--- src/hw/rtl/mep_pkg.sv ---
// ----------------------------------------------------------------------------
// mep_pkg: shared types and constants for the Mandelbrot escape pixel unit
// Fixed-point formats, coordinate mapping, saturation and divider cell word.
// ----------------------------------------------------------------------------
package mep_pkg;

  localparam int FRAC_BITS  = 28;
  localparam int FX_W       = FRAC_BITS + 4;
  localparam int PROD_W     = FX_W + 4;
  localparam int ACC_W      = FX_W + 6;
  localparam int COORD_W    = 12;
  localparam int IMG_LOG2   = 12;
  localparam int CNT_W      = 8;
  localparam int DIV_W      = 2 * CNT_W;
  localparam int DIV_STAGES = CNT_W;
  localparam int C_SHIFT    = FRAC_BITS + 2 - IMG_LOG2;

  localparam logic signed [ACC_W-1:0] FX_MAX_ACC = ACC_W'((64'sd1 <<< (FX_W - 1)) - 1);
  localparam logic signed [ACC_W-1:0] FX_MIN_ACC = -ACC_W'(64'sd1 <<< (FX_W - 1));
  localparam logic signed [ACC_W-1:0] ESC_BOUND  = ACC_W'(64'sd4 <<< FRAC_BITS);
  localparam logic [FX_W-1:0]         C_OFFSET   = FX_W'(64'd2 << FRAC_BITS);

  typedef enum logic [1:0] {
    CORE_IDLE,
    CORE_MUL,
    CORE_ADD,
    CORE_DONE
  } core_state_e;

  // Word handed from one divider cell to the next
  typedef struct packed {
    logic [DIV_W-1:0] rem;
    logic [DIV_W-1:0] dsh;
    logic [CNT_W-1:0] quo;
    logic [CNT_W-1:0] count;
    logic             in_set;
  } div_word_t;

  // Clamp a wide sum to the fixed-point range
  function automatic logic signed [FX_W-1:0] fx_sat(input logic signed [ACC_W-1:0] v);
    logic signed [FX_W-1:0] r;
    if (v > FX_MAX_ACC) begin
      r = FX_MAX_ACC[FX_W-1:0];
    end else if (v < FX_MIN_ACC) begin
      r = FX_MIN_ACC[FX_W-1:0];
    end else begin
      r = v[FX_W-1:0];
    end
    return r;
  endfunction

  // Map a pixel index to 4*(idx/size - 0.5); image size is a power of two
  function automatic logic signed [FX_W-1:0] map_coord(input logic [COORD_W-1:0] idx);
    logic [FX_W-1:0] s;
    s = FX_W'(idx) << C_SHIFT;
    return signed'(s - C_OFFSET);
  endfunction

endpackage

--- src/hw/rtl/mep_div_cell.sv ---
// ----------------------------------------------------------------------------
// mep_div_cell: one restoring division cell
// Produces one quotient bit and hands the word to the next cell.
// ----------------------------------------------------------------------------
module mep_div_cell (
  input  logic                clk_i,
  input  logic                rst_ni,
  input  logic                adv_i,
  input  logic                valid_i,
  input  mep_pkg::div_word_t  word_i,
  output logic                valid_o,
  output mep_pkg::div_word_t  word_o
);
  import mep_pkg::*;

  logic      valid_q;
  div_word_t word_q, word_d;
  logic      take;

  // Subtract the shifted divisor when it fits
  always_comb begin
    word_d = word_i;
    take   = (word_i.rem >= word_i.dsh);
    if (take) begin
      word_d.rem = word_i.rem - word_i.dsh;
    end
    word_d.dsh = word_i.dsh >> 1;
    word_d.quo = {word_i.quo[CNT_W-2:0], take};
  end

  always_ff @(posedge clk_i or negedge rst_ni) begin
    if (!rst_ni) begin
      valid_q <= 1'b0;
    end else if (adv_i) begin
      valid_q <= valid_i;
    end
  end

  always_ff @(posedge clk_i) begin
    if (adv_i) begin
      word_q <= word_d;
    end
  end

  assign valid_o = valid_q;
  assign word_o  = word_q;

endmodule

--- src/hw/rtl/mep_gray_div.sv ---
// ----------------------------------------------------------------------------
// mep_gray_div: chain of division cells for the gray level
// Computes 255*count/limit one quotient bit per cell.
// ----------------------------------------------------------------------------
module mep_gray_div (
  input  logic                      clk_i,
  input  logic                      rst_ni,
  input  logic                      adv_i,
  input  logic                      valid_i,
  input  logic [mep_pkg::CNT_W-1:0] count_i,
  input  logic [mep_pkg::CNT_W-1:0] limit_i,
  output logic                      busy_o,
  output logic                      valid_o,
  output logic [mep_pkg::CNT_W-1:0] gray_o,
  output logic [mep_pkg::CNT_W-1:0] count_o,
  output logic                      inside_o
);
  import mep_pkg::*;

  logic      v   [DIV_STAGES+1];
  div_word_t w   [DIV_STAGES+1];
  logic [DIV_STAGES-1:0] cell_valid;

  // Seed: dividend 255*n, divisor aligned to the top quotient bit
  always_comb begin
    v[0]        = valid_i;
    w[0].rem    = (DIV_W'(count_i) << CNT_W) - DIV_W'(count_i);
    w[0].dsh    = DIV_W'(limit_i) << (CNT_W - 1);
    w[0].quo    = '0;
    w[0].count  = count_i;
    w[0].in_set = (count_i == limit_i);
  end

  for (genvar k = 0; k < DIV_STAGES; k++) begin : g_cell
    mep_div_cell u_cell (
      .clk_i   (clk_i),
      .rst_ni  (rst_ni),
      .adv_i   (adv_i),
      .valid_i (v[k]),
      .word_i  (w[k]),
      .valid_o (v[k+1]),
      .word_o  (w[k+1])
    );
    assign cell_valid[k] = v[k+1];
  end

  assign busy_o   = |cell_valid;
  assign valid_o  = v[DIV_STAGES];
  // A zero count gives zero, which also covers a zero limit
  assign gray_o   = (w[DIV_STAGES].count == '0) ? '0 : w[DIV_STAGES].quo;
  assign count_o  = w[DIV_STAGES].count;
  assign inside_o = w[DIV_STAGES].in_set;

endmodule

--- config.mk ---
export PLATFORM = sky130hd
export DESIGN_NAME = mep_gray_div
export DESIGN_NICKNAME = d
export VERILOG_FILES = /design/src/hw/rtl/mep_pkg.sv /design/src/hw/rtl/mep_div_cell.sv /design/src/hw/rtl/mep_gray_div.sv
export SDC_FILE = /design/constraint.sdc
export NUM_CORES = 1
export LEC_CHECK = 0
export ABC_AREA = 1
export BUFFER_PORTS_ARGS = -buffer_cell sky130_fd_sc_hd__buf_4
export CELL_PAD_IN_SITES_DETAIL_PLACEMENT = 1
export CELL_PAD_IN_SITES_GLOBAL_PLACEMENT = 1
export CORE_MARGIN = 2
export CORE_UTILIZATION = 50
export CTS_BUF_LIST = sky130_fd_sc_hd__clkbuf_4
export DETAILED_ROUTE_END_ITERATION = 8
export HOLD_SLACK_MARGIN = 0.12
export PLACE_DENSITY = 0.76
export SYNTH_ARGS = -nofsm -noshare
export SYNTH_HDL_FRONTEND = slang
export SYNTH_SLANG_ARGS = --single-unit
--- constraint.sdc ---
create_clock -name clk_i -period 2.6 [get_ports clk_i]
set_clock_uncertainty 0.05 [all_clocks]
set_input_delay 0.13 -clock clk_i [delete_from_list [all_inputs] [get_ports clk_i]]
set_output_delay 0.13 -clock clk_i [all_outputs]
set_load 0.01 [all_outputs]
### Yosys cells after proc, flatten, opt, wreduce, memory -nomap -nowiden

Cells that the tools add are included.

* register bits: 284
* input bits: 20
* logic and storage cells: 73

* add/subtract/negate cells: 8
* reductions and logical operators: 2
* mux-type cells: 8
* magnitude comparators: 8
* equality and inequality tests: 1

Operators by type and width (number)
* 2-to-1 mux 16 bit: 7
* >= comparator 16 x 10 -> 1 bit: 1
* >= comparator 16 x 11 -> 1 bit: 1
* >= comparator 16 x 12 -> 1 bit: 1
* >= comparator 16 x 13 -> 1 bit: 1
* >= comparator 16 x 14 -> 1 bit: 1
* >= comparator 16 x 15 -> 1 bit: 1
* >= comparator 16 x 8 -> 1 bit: 1
* >= comparator 16 x 9 -> 1 bit: 1
* subtractor 16 x 10 -> 16 bit: 1
* subtractor 16 x 11 -> 16 bit: 1
* subtractor 16 x 12 -> 16 bit: 1
* subtractor 16 x 13 -> 16 bit: 1
* subtractor 16 x 14 -> 16 bit: 1
* subtractor 16 x 15 -> 16 bit: 1
* subtractor 16 x 8 -> 16 bit: 1
* subtractor 16 x 9 -> 16 bit: 1
* equality test 8 bit: 1
* logical NOT 8 bit: 1
* 2-to-1 mux 8 bit: 1
* OR reduction 8 bit: 1

### Logic depth before layout (Yosys ltp)

* word-level depth: 3
* mapped depth: 16
* depth with buffers taken out: 16

### Cells and area by module

Synthesis repeated with hierarchy kept, for this count alone.

* cell total of the unflattened synthesis: 2735
* area, all modules: 23786.6 um^2

Modules (own cells, without submodules)
* mep_div_cell (g_cell[1].u_cell ...): cells each 322, area an instance 2826.5 um^2, instances 4, sequential area each 1466.4 um^2
* mep_div_cell (g_cell[0].u_cell ...): cells each 329, area an instance 2974.1 um^2, instances 3, sequential area each 1466.4 um^2
* mep_div_cell (g_cell[5].u_cell): cells each 329, area an instance 2970.3 um^2, instances 1, sequential area each 1466.4 um^2
* mep_gray_div: cells each 131, area an instance 588.1 um^2, instances 1, sequential area each 0.0 um^2

### Least setup slack after synthesis

No wires, ideal clock.

* kind: input port to flip-flop
* from: input port count_i[0] in the netlist's numbering
* to: register g_cell[0].u_cell.word_q, in the netlist g_cell[0].u_cell.word_o[48], data pin
* stages: 14
* data required time: 2.295 ns
* arrival: 2.118 ns
* path buffers: 1
* slack: 0.177 ns
* cell sequence: inv_2 > ha_1 > nand2_2 > inv_1 > nand3_2 > nand2_1 > xor2_1 > ha_1 > clkbuf_1 > a21oi_1 > nand2_4 > nor2_8 > nand3_4 > and2_1

RTL lines
* start: declaration: RTL line mep_gray_div.sv:10 `input logic [mep_pkg::CNT_W-1:0] count_i,`
* end signal: assignment: RTL line mep_div_cell.sv:41 `word_q <= word_d;`
* end: declaration: RTL line mep_div_cell.sv:17 `div_word_t word_q, word_d;`

==> impl_metrics.csv <==
group,metric,value,unit
clock_tree,clk_pin_slew,60,ps
clock_tree,cts_buffers,74,
job,maxCapViolCount,0,
finish,nets,1581,
clock_tree,clock_path_buffers,3,
sta,slew_headroom,63.2,%
global_route,grt_pass1_vias,10900,
clock_tree,cts_setup_buffers,0,
global_route,antenna_found_initial,1,
sta,hold_viol_final,0,
finish,n_fill_cell,3040,
hold_path,worstHoldPathCells,2,
routing,dr.max_layer_used,"met4",
placed_design,place_hpwl,25.7,mm
sta,whs,168,ps
critical_path,worstSetupEndpointType,"register",
clock_tree,clockRootBuffer,"clkbuf_4",
power,p_leak,6.85,nW
synth,syn_inst,1309,
finish,utilization,59.0,%
finish,final_cell_mix,"nand2_1, edfxtp_1, inv_1",
sta,rsz0062_at_grt,"false",
global_route,grt_pass1_wl,53.7,mm
critical_path,start_kind,"primary input",
placed_design,numPortBuffers,38,
routing,dr_total_vias,9944,
synth,seq_area_frac_synth,59.6,%
global_route,grt.total_usage,23.9,%
clock_tree,cts_sinks,277,
status,outcome,"finished clean",
routing,drc,0,
floorplan,rows,61,
power,power.density,874,nW/um^2
sta,finalCritPeriodShare,94.9,%
floorplan,initial_utilization,50.4,%
synth,syn_nets,1402,
clock_tree,insertion_delay,690,ps
synth,ys_types,45,
finish,area_growth,17.1,%
floorplan,dieWidth,171,um
routing,wl_per_cell,17.7,um
sta,setup_viol,0,
synth,synth_area,13900,sq um
synth,synth_area_leaders,"edfxtp_1, nand2_1, ha_1, inv_1, nor2_1",
finish,final_layout_size_suffix_gt1_share,19.2,%
sta,finalMaxSlewViolations,0,
clock_tree,cts_tree,"built",
critical_path,arrival,2870,ps
routing,drt_iter0_drc,455,
clock_tree,ctsHtreeMaxLevel,3,
routing,wl_met2,18.9,mm
synth,synth_top_area_cell,"edfxtp_1",
critical_path,crit_fanout,8,
sta,tightest_slew,547,ps
hold_path,min_path_type,"in2reg",
placed_design,globalplace.congestion,0.871,
floorplan,die_y,171,um
synth,ys_ff_latch,277,
synth,yosys.area.top_type_share,58.2,%
critical_path,ff2ff_path_depth,11,
floorplan,ios,39,
critical_path,worstSetupPathType,"in2reg",
routing,vias_per_cell,5.19,
routing,dr.pass1.iters,5,
floorplan,die-area,29100,sq um
global_route,overflow,0,
routing,routed_wl,33.8,mm
sta,period_needed,2470,ps
synth,yosys_warnings,0,
critical_path,required,3000,ps
synth,avgSynthCellArea,10.6,sq um
global_route,grt_start_max_net_pins,67,
routing,drt-met1-wl,12.5,mm
power,ir_drop,0.354,mV
finish,mostFrequentLayoutCell,"nand2_1",
routing,final_antenna_net_count,0,
sta,fmax,0.405,GHz
floorplan,coreArea,27600,sq um
routing,detailroute.wirelength.met3,1.24,mm
[critical path: stages]
cell and delay [ps]:
dlygate4sd3_1 560, buf_4 180, nor2_4 100, nand2_2 70, buf_4 160, nand2_1 50, nand2_1 90, inv_1 150
nor2_2 90, ha_1 420, nand2_1 110, nor2_1 150, inv_1 90, nor2_2 170, nand2_2 150, nand3_1 120
nand2_1 70
[where the power goes]
part | leakage [nW] | total [mW] | switching, mW | internal, mW
registers | 2.70 | 6.23 | 0.390 | 5.84
logic | 3.61 | 4.31 | 2.63 | 1.68
clock network | 0.539 | 3.67 | 1.79 | 1.87
total | 6.85 | 14.2 | 4.81 | 9.40
[repair_timing]
item / 4_1_cts / 5_1_grt
hold buffers: 23 / 0
pin swaps: 0 / 3
resized for setup: 1 / 25
hold endpoints to repair: 204 / 0
endpoints found under the setup margin: 10 / 26
[cell usage after synthesis, drive strengths merged]
| cell type | n |
|---|---|
| o21bai | 5 |
| nor4 | 7 |
| xnor2 | 25 |
| xor2 | 25 |
| inv | 184 |
| nor2 | 113 |
| edfxtp | 269 |
| dfrtp | 8 |
| nand3b | 4 |
| a21oi | 68 |
| o21ai | 80 |
| a31oi | 2 |
| buf | 16 |
| nand2 | 284 |
| a21boi | 1 |
| o211ai | 2 |
| a21o | 6 |
| or2 | 5 |
| nand4 | 31 |
| a31o | 1 |
| o21a | 3 |
| clkbuf | 3 |
| fa | 7 |
| nor3b | 1 |
| and3 | 1 |
| a211oi | 2 |
| ha | 66 |
| and2 | 3 |
| nor3 | 17 |
| nand3 | 70 |
[registers in the layout (all words and copies together), names as in the netlist]
signal                 count
g_cell.u_cell.valid_o      8
g_cell.u_cell.word_o     269
[per-layer routing]
metal / up-vias / global-route usage (%)
met5: - / 0
met4: 0 / 9.92
met3: 79 / 4.58
met2: 237 / 47.8
met1: 4775 / 23.9
li1: 4853 / -
[final timing paths]
path                                          endpoint  slack (ps)                        start
setup / recovery           g_cell[0].u_cell.word_o[47]         130                   count_i[2]
hold reg to reg             g_cell[2].u_cell.word_o[4]         340   g_cell[1].u_cell.word_o[4]
hold / removal             g_cell[0].u_cell.word_o[30]         170                   limit_i[7]
min in group asynchronous     g_cell[2].u_cell.valid_o         380                       rst_ni
setup reg to reg           g_cell[2].u_cell.word_o[39]         190  g_cell[1].u_cell.word_o[24]
max in group asynchronous     g_cell[5].u_cell.valid_o        1850                       rst_ni
[per-stage QoR]
step	TNS, ps	cell area (sq um)	power (mW)	setup slack [ps]	std cells
finish	0	16300	14.2	132	1915
global route	0	16300	15.1	14.5	1915
CTS	0	16200	14.3	27.3	1914
detailed placement	-1750	15000	10.6	-139	1767
global placement	-28.9	15000	10.3	-26.5	1767
floorplan	0	13900	9.11	177	1309
[cell type report]
type | count | area (sq um) | area share (%)
sequential | 277 | 8280 | 50.9
multi-input combinational | 829 | 4890 | 30.1
timing repair buffer | 122 | 1020 | 6.26
clock buffer | 104 | 781 | 4.80
inverter | 184 | 696 | 4.28
tap | 378 | 473 | 2.91
clock inverter | 20 | 124 | 0.762
antenna | 1 | 2.50 | 0.0154
[kinds of logic after synthesis]
family / Yosys count / share of synthesized area (%)
compound gates: 170 / 7.35
xor+xnor: 50 / 3.15
fa+ha+maj: 73 / 6.96
buf+inv: 203 / 5.95
flops: 277 / 59.6
simple gates: 536 / 17.0
(Power assumes the default switching activity.)
